===== src/hw/rtl/lzwd_pkg.sv =====
// lzwd_pkg: shared constants, parser phase type and command struct for the
// LZ window depacker. No dependencies.
package lzwd_pkg;

	// History window size and derived widths
	localparam int WINDOW_DEPTH = 4096;
	localparam int ADDR_W       = $clog2(WINDOW_DEPTH);
	localparam int COUNT_W      = $clog2(WINDOW_DEPTH + 1);

	// Match code layout: 11 distance bits, 4 length bits
	localparam int DIST_BITS = 11;
	localparam int LEN_BITS  = 4;
	localparam int DIST_W    = DIST_BITS + 1;   // holds 4..2051
	localparam int LEN_W     = LEN_BITS + 1;    // holds 2..17
	localparam int DIST_BIAS = 4;
	localparam int LEN_BIAS  = 2;

	// Control byte: top bit selects a literal run
	localparam int CTRL_LIT_BIT = 7;
	localparam int RUN_W        = 7;

	typedef enum logic [2:0] {
		PH_IDLE,
		PH_COUNT,
		PH_CTRL,
		PH_LIT,
		PH_MATCH,
		PH_DONE
	} phase_t;

	// Parser to copy engine command, valid for one cycle
	typedef struct packed {
		logic              go;          // command present
		logic              restart;     // new stream: clear window pointers
		logic              lit;         // 1: literal byte, 0: match
		logic [7:0]        data;        // literal byte
		logic [DIST_W-1:0] distance;    // match distance
		logic [LEN_W-1:0]  len;         // match length
		logic              last_block;  // this command closes the final block
	} cmd_t;

endpackage


===== src/hw/rtl/lzwd_stream_if.sv =====
// lzwd_stream_if: valid/ready channel interfaces for compressed input and
// decompressed output transactions. No dependencies.
interface lzwd_in_if;
	logic       valid;
	logic       ready;
	logic [7:0] in_byte;
	logic       stream_start;

	modport source (output valid, in_byte, stream_start, input ready);
	modport sink   (input valid, in_byte, stream_start, output ready);
endinterface



===== src/hw/rtl/lzwd_parser.sv =====
// lzwd_parser: stream header and control byte parser; turns accepted input
// transactions into literal / match commands. Depends on lzwd_pkg, lzwd_in_if.
module lzwd_parser (
	input  logic          clk,
	input  logic          arst_n,
	lzwd_in_if.sink       comp,
	input  logic          cmd_ready,
	output lzwd_pkg::cmd_t cmd
);
	import lzwd_pkg::*;

	phase_t           phase_q, phase_nx;
	logic [1:0]       idx_q, idx_nx;
	logic [31:0]      blocks_q, blocks_nx;
	logic [RUN_W-1:0] lit_left_q, lit_left_nx;
	logic [RUN_W-1:0] match_high_q, match_high_nx;

	logic             accept;
	phase_t           cur_phase;
	logic [1:0]       cur_idx;
	logic [31:0]      cur_blocks;
	logic [31:0]      blocks_dec;
	logic [14:0]      code;

	assign comp.ready = cmd_ready;
	assign accept     = comp.valid && comp.ready;

	always_ff @(posedge clk or negedge arst_n) begin
		if (!arst_n) begin
			phase_q      <= PH_IDLE;
			idx_q        <= '0;
			blocks_q     <= '0;
			lit_left_q   <= '0;
			match_high_q <= '0;
		end else if (accept) begin
			phase_q      <= phase_nx;
			idx_q        <= idx_nx;
			blocks_q     <= blocks_nx;
			lit_left_q   <= lit_left_nx;
			match_high_q <= match_high_nx;
		end
	end

	always_comb begin
		// stream_start restarts the parser before the byte is looked at
		cur_phase  = comp.stream_start ? PH_COUNT : phase_q;
		cur_idx    = comp.stream_start ? 2'd0 : idx_q;
		cur_blocks = comp.stream_start ? 32'd0 : blocks_q;
		blocks_dec = cur_blocks - 32'd1;
		code       = {match_high_q, comp.in_byte};

		phase_nx      = cur_phase;
		idx_nx        = cur_idx;
		blocks_nx     = cur_blocks;
		lit_left_nx   = comp.stream_start ? '0 : lit_left_q;
		match_high_nx = comp.stream_start ? '0 : match_high_q;

		cmd            = '0;
		cmd.restart    = accept && comp.stream_start;
		cmd.data       = comp.in_byte;
		cmd.distance   = DIST_W'({1'b0, code[DIST_BITS-1:0]} + DIST_W'(DIST_BIAS));
		cmd.len        = LEN_W'({1'b0, code[DIST_BITS +: LEN_BITS]} + LEN_W'(LEN_BIAS));
		cmd.last_block = (blocks_dec == 32'd0);

		unique case (cur_phase)
			PH_COUNT: begin
				unique case (cur_idx)
					2'd0: blocks_nx[7:0]   = comp.in_byte;
					2'd1: blocks_nx[15:8]  = comp.in_byte;
					2'd2: blocks_nx[23:16] = comp.in_byte;
					default: blocks_nx[31:24] = comp.in_byte;
				endcase
				if (cur_idx == 2'd3) begin
					idx_nx   = 2'd0;
					phase_nx = (blocks_nx == 32'd0) ? PH_DONE : PH_CTRL;
				end else begin
					idx_nx = cur_idx + 2'd1;
				end
			end
			PH_CTRL: begin
				if (comp.in_byte[CTRL_LIT_BIT]) begin
					lit_left_nx = comp.in_byte[RUN_W-1:0];
					if (comp.in_byte[RUN_W-1:0] == '0) begin
						// empty run closes the block silently
						blocks_nx = blocks_dec;
						phase_nx  = (blocks_dec == 32'd0) ? PH_DONE : PH_CTRL;
					end else begin
						phase_nx = PH_LIT;
					end
				end else begin
					match_high_nx = comp.in_byte[RUN_W-1:0];
					phase_nx      = PH_MATCH;
				end
			end
			PH_LIT: begin
				cmd.go      = accept;
				cmd.lit     = 1'b1;
				lit_left_nx = lit_left_q - RUN_W'(1);
				if (lit_left_nx == '0) begin
					blocks_nx = blocks_dec;
					phase_nx  = (blocks_dec == 32'd0) ? PH_DONE : PH_CTRL;
				end else begin
					cmd.last_block = 1'b0;
				end
			end
			PH_MATCH: begin
				cmd.go    = accept;
				blocks_nx = blocks_dec;
				phase_nx  = (blocks_dec == 32'd0) ? PH_DONE : PH_CTRL;
			end
			default: begin
				// idle before a stream or trailing bytes after the last block
			end
		endcase
	end

endmodule


===== src/flat_wrapper.sv =====
// flat-port wrapper written by rule: the top's interface ports become plain ports
module lzwd_parser_flat import lzwd_pkg::*;
  (clk, arst_n, cmd_ready, cmd, comp_valid, comp_in_byte, comp_stream_start, comp_ready);
  lzwd_in_if comp_i ();
  input  logic clk;
  input  logic arst_n;
  input  logic cmd_ready;
  output lzwd_pkg::cmd_t cmd;
  input wire logic [$bits(comp_i.valid)-1:0] comp_valid;
  input wire logic [$bits(comp_i.in_byte)-1:0] comp_in_byte;
  input wire logic [$bits(comp_i.stream_start)-1:0] comp_stream_start;
  output wire logic [$bits(comp_i.ready)-1:0] comp_ready;
  assign comp_i.valid = comp_valid;
  assign comp_i.in_byte = comp_in_byte;
  assign comp_i.stream_start = comp_stream_start;
  assign comp_ready = comp_i.ready;
  lzwd_parser u_core (.clk(clk), .arst_n(arst_n), .comp(comp_i), .cmd_ready(cmd_ready), .cmd(cmd));
endmodule

===== config.mk =====
export PLATFORM = sky130hd
export DESIGN_NAME = lzwd_parser_flat
export DESIGN_NICKNAME = d
export VERILOG_FILES = /design/src/hw/rtl/lzwd_pkg.sv /design/src/hw/rtl/lzwd_stream_if.sv /design/src/hw/rtl/lzwd_parser.sv /design/src/flat_wrapper.sv
export SDC_FILE = /design/constraint.sdc
export NUM_CORES = 1
export LEC_CHECK = 0
export BUFFER_PORTS_ARGS = -buffer_cell sky130_fd_sc_hd__buf_2
export CORE_ASPECT_RATIO = 0.6
export CORE_MARGIN = 2
export CORE_UTILIZATION = 35
export DETAILED_ROUTE_END_ITERATION = 7
export GPL_TIMING_DRIVEN = 1
export SYNTH_ARGS = -nofsm -noshare
export SYNTH_HDL_FRONTEND = slang
export SYNTH_SLANG_ARGS = --single-unit

===== constraint.sdc =====
create_clock -name clk -period 3.12 [get_ports clk]
set_input_delay 0 -clock clk [delete_from_list [all_inputs] [get_ports clk]]
set_output_delay 0 -clock clk [all_outputs]
set_load 0.02 [all_outputs]

# Word level (Yosys, flattened, before mapping)
# Index checks and enable logic that the tools add are counted.
[classes]
add_sub_neg = 5
n_reduce_logical = 9
mux = 34
eq_ne = 7
[op_table]
columns = ["op", "n"]
rows = [
  ["$mux W32", 4],
  ["$pmux W32 S4", 1],
  ["$logic_not A32 Y1", 2],
  ["$mux W8", 8],
  ["$mux W7", 5],
  ["$sub A32 B1 Y32 const B", 1],
  ["$mux W3", 7],
  ["$logic_not A7 Y1", 2],
  ["$pmux W7 S2", 1],
  ["$add A11 B3 Y12 const B", 1],
  ["$pmux W3 S4", 1],
  ["$sub A7 B1 Y7 const B", 1],
  ["$eq A3 B2 Y1 const B", 2],
  ["$mux W2", 3],
  ["$add A4 B2 Y5 const B", 1],
  ["$eq A2 B2 Y1 const B", 2],
  ["$mux W1", 4],
  ["$eq A3 B1 Y1 const B", 1],
  ["$eq A3 B3 Y1 const B", 1],
  ["$reduce_or A3 Y1", 1],
  ["$add A2 B1 Y2 const B", 1],
  ["$eq A2 B1 Y1 const B", 1],
  ["$logic_and A1 B1 Y1", 2],
  ["$logic_not A2 Y1", 1],
  ["$reduce_or A2 Y1", 1],
]
[word_totals]
ff_bits = 51
wordCells = 60
inputBits = 13
out_inout_bits = 30

# Logic depth before layout (Yosys ltp)
# Gate-level depths: netlist of the first run.
[logic_depth]
depth_word = 9
ltp_mapped = 16
mapped_depth_nobuf = 12

# Least setup slack after synthesis of the first run
# Ideal clock, no wire load.
[synth_timing]
kind = "input to register"
startpoint = "input port comp_stream_start"
endpoint = "register u_core.phase_q[2]"
setup_ps = 103
slack_ps = 184
arrival_time_ps = 2833
n_path_buf = 4
path_stages = 15
path_cell_list = "clkbuf_1 > inv_1 > clkbuf_1 > clkbuf_1 > nand2_1 > ha_1 > clkbuf_1 > nand2b_1 > or3_1 > nor3_1 > nand3_1 > a31oi_1 > nand3_1 > nand4b_2 > o41ai_2"
[synth_between]
elab_chain_cells = 9
[synth_lines]
columns = ["item", "line_no", "rtl"]
rows = [
  ["from (decl)", "flat_wrapper.sv:11", "input wire logic [$bits(comp_i.stream_start)-1:0] comp_stream_start;"],
  ["parallel branches: the longest is 8 deep, another holds $sub A32 B1 Y32", "n/a", ""],
  ["$pmux W3 S4 *", "lzwd_parser.sv:65", "unique case (cur_phase)"],
  ["to (signal assigned)", "lzwd_parser.sv:36", "phase_q <= phase_nx;"],
  ["to (decl)", "lzwd_parser.sv:12", "phase_t phase_q, phase_nx;"],
]
# Mark *: on every way between the ends. The select of a mux whose other input is x is not followed.
# A chain may end at the register's enable or synchronous reset.

==> key figures, run 1 <==
Outcome
  – Status: completed

Min path
  – Worst min path class: in2reg

Critical path
  – CP required: 3.12 ns
  – Critical setup path kind: reg2out
  – Worst reg-to-reg setup slack: 0.21 ns
  – CP Capture Type: primary output
  – CP Data Arrival Time: 3.11 ns
  – CP Max Fanout: 11
  – Startpoint types: register

Power and ir drop
  – Power share of the clock group: 15.6%
  – Seq pwr share: 25.4%
  – Logic pwr share: 59.1%
  – Pleak: 2.27 nW
  – Switching share of power: 48.8%
  – Worst VDD drop: 302 uV
  – Internal: 0.00225 W
  – Pwr per Cell Area: 827 nW/um^2
  – Psw: 0.00215 W

Layout
  – Layout cells sized above 1: 21.3%
  – Layout Nets: 672
  – Most frequent cells in the layout: nand2_1 (69), nor2_1 (63), o21ai_0 (58), dfrtp_1 (50), buf_4 (49)
  – ANT cells: 0
  – Area Overhead vs Synth: 17.0%
  – Commonest non-fill, non-tap cell in the layout: nand2_1

Timing
  – Peak Freq: 0.321 GHz
  – Unrepaired setup endpoints after global routing: yes
  – Post-route clock period utilization: 99.8%
  – Headroom to the max-slew limit: 47.6%
  – Setup violations, final: 0
  – Slew Limit Fails: 0
  – Slew @ Worst Pin: 0.785 ns
  – Max Clock Skew: 0.00573 ns
  – WHS: 0.121 ns
  – Hold Fails Final Rpt: 0
  – PnR worst setup slack: 0.00634 ns
  – Fin crit period: 3.11 ns

Detailed routing
  – Post-route antenna net violation count: 0
  – Initial DRC count: 921
  – Post-DR vias/cell: 6.41
  – Via count: 5248
  – First-pass iteration count of the detailed router: 6
  – Post-Route WL: 19.0 mm
  – Residual DRC: 0
  – Avg WL per Cell: 23.2 microns

Clocking
  – Total CTS buffers: 5
  – Clk buf depth: 2
  – Clock latency on the worst-skew pair: 0.30 ns
  – CTS tree: yes
  – Root Buffer: clkbuf_16
  – CTS clk-pin slew, worst paths: 0.08 ns
  – Clk sinks: 51
  – H-tree depth: 2

Run
  – Max cap viols: 0

Yosys
  – Dominant cell type by area after synthesis: dfrtp_1
  – Async SR Flop Fraction: 100%
  – Sequential share of the synthesized area: 28.1%
  – Synth Instances: 607
  – Syn Area/Cell: 7.49 sq um
  – Flops & latches, synth: 51
  – Synth area leaders: dfrtp_1 (28%), o21ai_0 (6.4%), nand2_1 (5.7%), nor2_1 (5.4%), xnor2_1 (3.7%)
  – Post-synth EDFFs: 0
  – Netlist cell types: 74
  – Mapped cell area: 4550 sq um
  – Main synth FF type: dfrtp_1
  – Synth Net Count: 631
  – Yosys top cell area share: 28.1%
  – Yosys warning count: 0

Global routing
  – First-pass GRT wire length: 29.0 mm
  – Vias in the first global route: 4778
  – Largest net degree at the start of global routing: 36
  – Initial antenna violation count: 0
  – GRT Resource Usage Total: 27.9%
  – Grt ovf: 0

Die
  – IO Count: 43
  – Die Area: 13900 sq um
  – Die width: 151 microns
  – Core Box Area: 12800 sq um
  – Die H: 92.3 microns
  – Initial Utilization: 35.6%
  – # rows: 32

Placed design
  – DP HPWL: 13.9 mm
  – Port Buffers: 42
  – GP Congestion: 1.05
  – Pre-CTS WS: 0.165 ns
## through the flow
stage                     cell area, sq um  util [%]  cells  total power [W]  setup TNS (ns)
after global placement                5050      39.5    809          0.00351               0
final                                 5320      41.6    819          0.00440               0
after detailed placement              5050      39.5    809          0.00348               0
after floorplan                       4550         -    607          0.00260               0
after CTS                             5240      41.0    818          0.00418               0
after global routing                  5320      41.6    819          0.00462         -0.0306
## kinds of logic after synthesis
logic type	synth area share (%)
mux	0.688
xor+xnor	5.20
simple gates	29.7
buf+inv	7.90
compound gates	25.4
flops	28.1
fa+ha+maj	3.03
## repair_timing
action	CTS	global route
endpoints found under the setup margin	1	11
setup buffers	0	1
hold endpoints to repair	24	0
pin swaps	0	2
hold buffers	1	0
resized for setup	2	14
## cell type report
class	count	area (sq um)
inverters	19	71.3
flip-flops and latches	51	1280
clock buffers	6	139
clock inverters	2	35.0
multi-input cells	479	3000
fillers	1321	7450
well taps	170	213
repair buffers	92	588
## path summary, 6_finish.rpt
kind / startpoint / endpoint / depth (start not counted)
min in group asynchronous: arst_n / u_core.idx_q[0] / 2
min reg2reg: u_core.idx_q[1] / u_core.idx_q[1] / 2
min: comp_in_byte[3] / u_core.match_high_q[3] / 3
max: u_core.blocks_q[17] / cmd[0] / 9
max reg2reg: u_core.blocks_q[17] / u_core.phase_q[2] / 8
max in group asynchronous: arst_n / u_core.lit_left_q[5] / 3
## synth_stat cells (3+ instances only)
master,n
nor2_1,65
xor2_1,8
a221o_1,15
nor3_1,31
a21o_1,3
nor2b_1,8
buf_6,3
o31ai_1,6
clkbuf_1,38
a31oi_1,6
ha_1,11
a22oi_1,9
nand2_1,69
a32oi_1,4
o21ai_1,4
xnor2_1,19
buf_4,12
nand4_1,7
dfrtp_1,51
or3_1,8
nand3_1,14
and3_1,7
or3_4,3
nor4_1,16
o21ai_0,58
nor4b_1,3
a32o_1,3
inv_1,19
or2_2,5
and2_1,3
a21oi_1,31
o311ai_0,4
o22ai_1,5
nand2b_1,7
buf_1,3
## state kept, by name, indices dropped and copies added (netlist names)
register / flops
u_core.blocks_q: 32
u_core.idx_q: 2
u_core.lit_left_q: 7
u_core.phase_q: 3
u_core.match_high_q: 7
## critical path: stages, from the launching register on
cell and delay [ns]:
dfrtp_2 0.47, buf_4 0.21, or4_1 0.61, or3_4 0.44
xor2_2 0.20, nand4_1 0.21, nor2_2 0.19, nand4b_4 0.14
nor2_2 0.15, buf_2 0.18
## per-layer routing
layer	GRT usage (%)	routed length [microns]	vias up
li1	-	-	2280
met1	42.6	8800	2527
met2	35.0	6940	384
met3	12.6	2930	57
met4	5.30	369	0
met5	0	0	-
## power by group through the flow
stage	Clock [W]	Combinational (W)	Sequential (W)
after floorplan	0	0.00163	0.000967
after CTS	0.000691	0.00241	0.00108
after global placement	0	0.00241	0.00110
after detailed placement	0	0.00239	0.00109
final	0.000685	0.00260	0.00112
after global routing	0.000721	0.00277	0.00113
Power figures use the tool's default switching activity.
==> inputs of run 2 (changes only) <==
==> constraint.sdc (replaced) <==
create_clock -name clk -period 3.12 [get_ports clk]
set_input_delay 0 -clock clk [delete_from_list [all_inputs] [get_ports clk]]
set_output_delay 0 -clock clk [all_outputs]
set_load 0.1 [all_outputs]
==> run 2 against run 1 <==
Compared with the run above:
- die area unchanged
- count of clock-buffer cells in the layout is 2 higher
- critical path depth is the same
- worst setup slack better by 0.029 ns
- sequential power is 4% lower
- first-iteration DRC count fell by 38%
- sequential share of layout area shrank 0.13 points
- sequential cell count stayed put
- clock power decreased by 12%
- routed wire length down 0.59%
==> key figures, run 2 (synthesis gave the netlist of run 1 again) <==
Outcome
  – Status: completed

Die
  – Initial Utilization: 35.6%
  – Die H: 92.3 microns
  – Die width: 151 microns
  – # rows: 32
  – IO Count: 43
  – Die Area: 13900 sq um
  – Core Box Area: 12800 sq um

Clocking
  – Total CTS buffers: 5
  – Clock latency on the worst-skew pair: 0.30 ns
  – Clk buf depth: 2
  – Clk sinks: 51
  – H-tree depth: 2
  – Root Buffer: clkbuf_16
  – CTS tree: yes
  – CTS clk-pin slew, worst paths: 0.07 ns

Layout
  – Finished Core Util: 41.9%
  – Post-layout instance area: 5350 sq um
  – Area Overhead vs Synth: 17.7%
  – Most frequent cells in the layout: nand2_1 (69), nor2_1 (62), o21ai_0 (58), buf_4 (49), dfrtp_1 (49)
  – Commonest non-fill, non-tap cell in the layout: nand2_1
  – Layout Nets: 672
  – ANT cells: 0
  – Top Registers: u_core.blocks_q x32, u_core.lit_left_q x7, u_core.match_high_q x7
  – Largest Register: u_core.blocks_q
  – Max FFs per register: 32
  – Layout cells sized above 1: 21.4%

Critical path
  – Critical setup path kind: reg2out
  – Delay-heaviest family, CP: simple AND/OR/NAND/NOR gates
  – Buf+Inv Stages, Crit Path: 1
  – Depth of the most critical reg-to-reg path: 10
  – CP Data Arrival Time: 3.08 ns
  – CP Max Fanout: 6
  – Worst reg-to-reg setup slack: 0.23 ns
  – CP required: 3.12 ns
  – Worst path slowest cell: dfrtp_2
  – Start of the worst register-to-register path: u_core.lit_left_q[0]
  – Crit-path max cell delay: 0.50 ns
  – CP Capture Type: primary output
  – Startpoint types: register
  – Reg-to-reg endpoint: u_core.blocks_q[19]
  – CP cell instances: or3_4, or3_1, or2_0, and4bb_1, mux2i_1, nand2_1, nand4b_4, nor2_4, buf_12

Detailed routing
  – Uppermost layer routed: met4
  – Post-route antenna net violation count: 0
  – Met3 WL: 2.75 mm
  – WL met1: 8.89 mm
  – Post-DR vias/cell: 6.27
  – Post-Route WL: 18.9 mm
  – Met2 Wirelength: 7.13 mm
  – Via count: 5132
  – Residual DRC: 0
  – Avg WL per Cell: 23.1 microns
  – Initial DRC count: 573
  – First-pass iteration count of the detailed router: 5

Timing
  – Setup violations, final: 0
  – Hold Fails Final Rpt: 0
  – Peak Freq: 0.324 GHz
  – Headroom to the max-slew limit: 39.4%
  – Unrepaired setup endpoints after global routing: yes
  – Fin crit period: 3.08 ns
  – Max Clock Skew: 0.00736 ns
  – Slew @ Worst Pin: 0.909 ns
  – Post-route clock period utilization: 98.9%
  – Slew Limit Fails: 0

Global routing
  – First-pass GRT wire length: 28.7 mm
  – GRT Resource Usage Total: 27.5%
  – Vias in the first global route: 4724
  – Grt ovf: 0
  – Largest net degree at the start of global routing: 36
  – Initial antenna violation count: 0

Power and ir drop
  – Pleak: 2.28 nW
  – Pwr per Cell Area: 830 nW/um^2
  – Worst VDD drop: 257 uV

Run
  – Max cap viols: 0

Placed design
  – GP Congestion: 1.01
  – Port Buffers: 42
  – DP HPWL: 14.2 mm
  – Placed Area: 5060 sq um

Min path
  – Min-delay src: comp_in_byte[7]
  – Worst Hold End: u_core.blocks_q[15]
  – Hold path cells: 3
  – Worst min path class: in2reg
[run 2: worst register-to-register path, cell delays in order (launching register included)]
cell and delay, ns:
dfrtp_1 0.43, inv_1 0.09, ha_1 0.25, or2_2 0.30
o21ai_0 0.14, mux2i_1 0.13, o211ai_1 0.23, o21ai_1 0.26
nand2b_1 0.31, a31o_2 0.29, a221o_1 0.36
[run 2: how the worst max path moves through the flow]
stage | startpoint | endpoint | cells past startpoint
2_1_floorplan | comp_stream_start | cmd[0] | 15
3_3_place_gp | comp_stream_start | u_core.phase_q[0] | 15
6_report | u_core.blocks_q[23] | cmd[0] | 9
4_1_cts | u_core.blocks_q[0] | cmd[0] | 11
5_1_grt | u_core.blocks_q[11] | cmd[0] | 9
3_5_place_dp | u_core.blocks_q[2] | u_core.phase_q[2] | 9
[run 2: area by class of cell]
cell class / instances / area [sq um]
multi-input cells: 479 / 3030
repair buffers: 92 / 603
well taps: 170 / 213
clock buffers: 8 / 156
inverters: 19 / 71.3
fillers: 1309 / 7420
flip-flops and latches: 51 / 1280
[run 2: layer usage]
metal  vias up  GRT usage (%)
met5         -              0
met4         0           3.43
met2       326           35.5
met1      2511           42.0
met3        19           12.1
li1       2276              -
[run 2: where the power goes]
part	internal, W	switching [W]
logic	0.00101	0.00175
registers	0.000825	0.000256
clock network	0.000343	0.000263
total	0.00218	0.00226
[run 2: what timing repair did]
item / in CTS / in global routing
gates resized for setup: 6 / 15
pin swaps: 1 / 1
setup endpoints to repair: 1 / 4
hold buffers: 1 / 0
setup buffers: 2 / 0
endpoints found under the hold margin: 33 / 0
[run 2: per-stage QoR]
step / total power [W] / worst slack, ns / hold slack (ns) / cells / TNS (ns)
final: 0.00444 / 0.0350 / 0.112 / 819 / 0
after global routing: 0.00468 / -0.0346 / 0.136 / 819 / -0.0346
after global placement: 0.00361 / 0.0583 / 0.159 / 808 / 0
after floorplan: 0.00276 / -0.261 / -0.296 / 607 / -0.316
after CTS: 0.00425 / 0.0128 / 0.0977 / 819 / 0
after detailed placement: 0.00359 / 0.0547 / 0.166 / 808 / 0
==> inputs of run 3 (changes only) <==
- ABC_AREA: not set -> 1
==> run 3 against run 2 <==
Compared with the run above:
- synthesized cell count is 43% higher
- critical path type unchanged
- critical endpoint unchanged
- maximum frequency up 4.6%
- worst setup slack better by 0.13 ns
- non-clock buffer count down 30
==> key figures, run 3 <==
Yosys
  – Yosys top cell area share: 24.0%
  – Synth Net Count: 893
  – Mapped cell area: 5320 sq um
  – Main synth FF type: dfrtp_1
  – Most frequent cell after synthesis: nand2_1
  – Netlist cell types: 40
  – Synth area leaders: dfrtp_1 (24%), nand2_1 (17%), o21ai_0 (8.8%), nor2_1 (6.8%), inv_1 (5.9%)
  – Post-synth EDFFs: 0
  – Async SR Flop Fraction: 100%
  – Syn Area/Cell: 6.12 sq um
  – Sequential share of the synthesized area: 24.0%
  – Synth Instances: 869
  – Most frequent cells after synthesis: nand2_1 (243), nor2_1 (96), o21ai_0 (94), inv_1 (83), nand3_1 (52)
  – Flops & latches, synth: 51
  – Yosys warning count: 0
  – Dominant cell type by area after synthesis: dfrtp_1

Min path
  – Worst min path class: in2reg

Power and ir drop
  – Psw: 0.00193 W
  – Logic pwr share: 55.7%
  – Power Total: 0.00361 W
  – Switching share of power: 53.5%
  – Seq pwr share: 27.1%
  – Internal: 0.00168 W
  – Pleak: 2.91 nW
  – Worst VDD drop: 323 uV
  – Pwr per Cell Area: 612 nW/um^2
  – Power share of the clock group: 17.2%

Detailed routing
  – Post-Route WL: 20.6 mm
  – Initial DRC count: 734
  – First-pass iteration count of the detailed router: 5
  – Via count: 6183
  – Residual DRC: 0
  – Post-route antenna net violation count: 0
  – Post-DR vias/cell: 5.66
  – Avg WL per Cell: 18.8 microns

Critical path
  – Delay-heaviest family, CP: simple AND/OR/NAND/NOR gates
  – CP Max Fanout: 7
  – CP Data Arrival Time: 2.95 ns
  – Worst path slowest cell: dfrtp_1
  – CP Capture Type: primary output
  – Critical setup path kind: reg2out
  – CP cell instances: nand2_2, ha_1, nand3_2, nor2_4, nand2_1, nor2_1, nand2_1, nand2_1, nand2_1, nor2_2, nand2_1, nor2_2, nand3_1, inv_1, buf_12
  – Startpoint types: register
  – Crit-path max cell delay: 0.42 ns
  – Buf+Inv Stages, Crit Path: 2
  – CP required: 3.12 ns
  – Most frequent CP cell: nand2_1

Timing
  – Slew Limit Fails: 0
  – Fin crit period: 2.95 ns
  – Setup TNS: 0 ns
  – Setup violations, final: 0
  – Hold Fails Final Rpt: 0
  – Headroom to the max-slew limit: 41.7%
  – Post-route clock period utilization: 94.6%
  – Peak Freq: 0.339 GHz
  – Slew @ Worst Pin: 0.875 ns
  – Unrepaired setup endpoints after global routing: no
  – Max Clock Skew: 0.00858 ns

Clocking
  – CTS tree: yes
  – Setup repair bufs after CTS: 0
  – Total CTS buffers: 5
  – Clk buf depth: 2
  – Clk sinks: 51
  – CTS clk-pin slew, worst paths: 0.09 ns
  – H-tree depth: 2
  – Clock latency on the worst-skew pair: 0.31 ns
  – Root Buffer: clkbuf_16

Die
  – Die H: 99.5 microns
  – Die Area: 16200 sq um
  – # rows: 34
  – Core Box Area: 14700 sq um
  – Initial Utilization: 36.3%
  – IO Count: 43
  – Die width: 163 microns

Global routing
  – Largest net degree at the start of global routing: 41
  – First-pass GRT wire length: 31.9 mm
  – Grt ovf: 0
  – GRT Resource Usage Total: 25.7%
  – Vias in the first global route: 5360
  – Initial antenna violation count: 0

Layout
  – Most frequent cells in the layout: nand2_1 (242), nor2_1 (93), o21ai_0 (93), inv_1 (83), nand3_1 (52)
  – Fillers: 1607
  – Max FFs per register: 32
  – Post-layout instance area: 5890 sq um
  – Area of the multi-input gates: 3490 sq um
  – Largest Register: u_core.blocks_q
  – ANT cells: 0
  – Layout cells sized above 1: 14.0%
  – Commonest non-fill, non-tap cell in the layout: nand2_1
  – Top Registers: u_core.blocks_q x32, u_core.lit_left_q x7, u_core.match_high_q x7
  – Layout Nets: 918
  – Area Overhead vs Synth: 10.7%
  – Sequential cell area: 1280 sq um

Placed design
  – Placed Area: 5720 sq um
  – Port Buffers: 42
  – GP Congestion: 0.979
  – DP HPWL: 15.5 mm

Outcome
  – Status: completed

Run
  – Max cap viols: 0
-- run 3: cell types whose count changed after synthesis, moves of 17 or more --
cell,delta
inv_1,+64
nand2_1,+174
nand2_2,+17
nand3_1,+38
nor2_1,+31
nor3_1,-18
o21ai_0,+36
xnor2_1,-18
-- run 3: final cells by class --
| class | instances | area share (%) |
|---|---|---|
| flip-flops and latches | 51 | 21.7 |
| clock inverters | 3 | 0.425 |
| repair buffers | 62 | 6.62 |
| multi-input cells | 685 | 59.3 |
| inverters | 89 | 5.67 |
| well taps | 198 | 4.20 |
| clock buffers | 5 | 2.12 |
-- run 3: power by group through the flow --
stage	sequential (W)	combinational (W)	clock, W
after floorplan	0.000944	0.00141	0
after global placement	0.000988	0.00194	0
after detailed placement	0.000985	0.00192	0
after CTS	0.000972	0.00193	0.000619
after global routing	0.00100	0.00218	0.000660
final	0.000978	0.00201	0.000620
-- run 3: metrics by stage --
| stage | util [%] | hold WS, ns | worst slack [ns] | instances |
|---|---|---|---|---|
| after detailed placement | 39.0 | 0.169 | 0.391 | 1084 |
| after CTS | 40.1 | 0.117 | 0.136 | 1093 |
| after global routing | 40.2 | 0.156 | 0.0294 | 1093 |
| final | 40.2 | 0.126 | 0.169 | 1093 |
| after floorplan | - | -0.296 | 0.127 | 869 |
| after global placement | 39.0 | 0.168 | 0.393 | 1084 |
-- run 3: repair_timing --
| item | 4_1_cts | 5_1_grt |
|---|---|---|
| hold buffers | 1 | 0 |
| hold endpoints to repair | 33 | 0 |
| endpoints found under the setup margin | 0 | 1 |
| resized for setup | 0 | 5 |
-- run 3: worst min-delay path: stages --
cell	delay, ns
buf_2	0.19
inv_1	0.11
o21ai_0	0.09
-- run 3: routing by layer --
metal	part of all wire, %	up-vias	track usage (%)
li1	-	2945	-
met5	0	-	0
met1	51	2883	42.8
met2	36	340	31.5
met3	13	15	7.05
met4	0.87	0	3.95
-- run 3: kinds of logic after synthesis --
group | share of synthesized area, %
xor+xnor | 3.29
mux | 0.212
fa+ha+maj | 2.59
flops | 24.0
buf+inv | 10.8
simple gates | 36.8
compound gates | 22.3
-- run 3: path summary, 6_finish.rpt --
| path | start | end | slack [ns] | depth (start not counted) |
|---|---|---|---|---|
| worst max-delay path | u_core.blocks_q[1] | cmd[0] | 0.17 | 15 |
| worst min-delay path | comp_in_byte[1] | u_core.match_high_q[1] | 0.13 | 3 |
| worst max register to register | u_core.blocks_q[1] | u_core.phase_q[1] | 0.41 | 17 |
| worst min register to register | u_core.idx_q[1] | u_core.idx_q[1] | 0.51 | 1 |
| max in group asynchronous | arst_n | u_core.blocks_q[30] | 1.99 | 3 |
| min in group asynchronous | arst_n | u_core.blocks_q[11] | 0.34 | 2 |
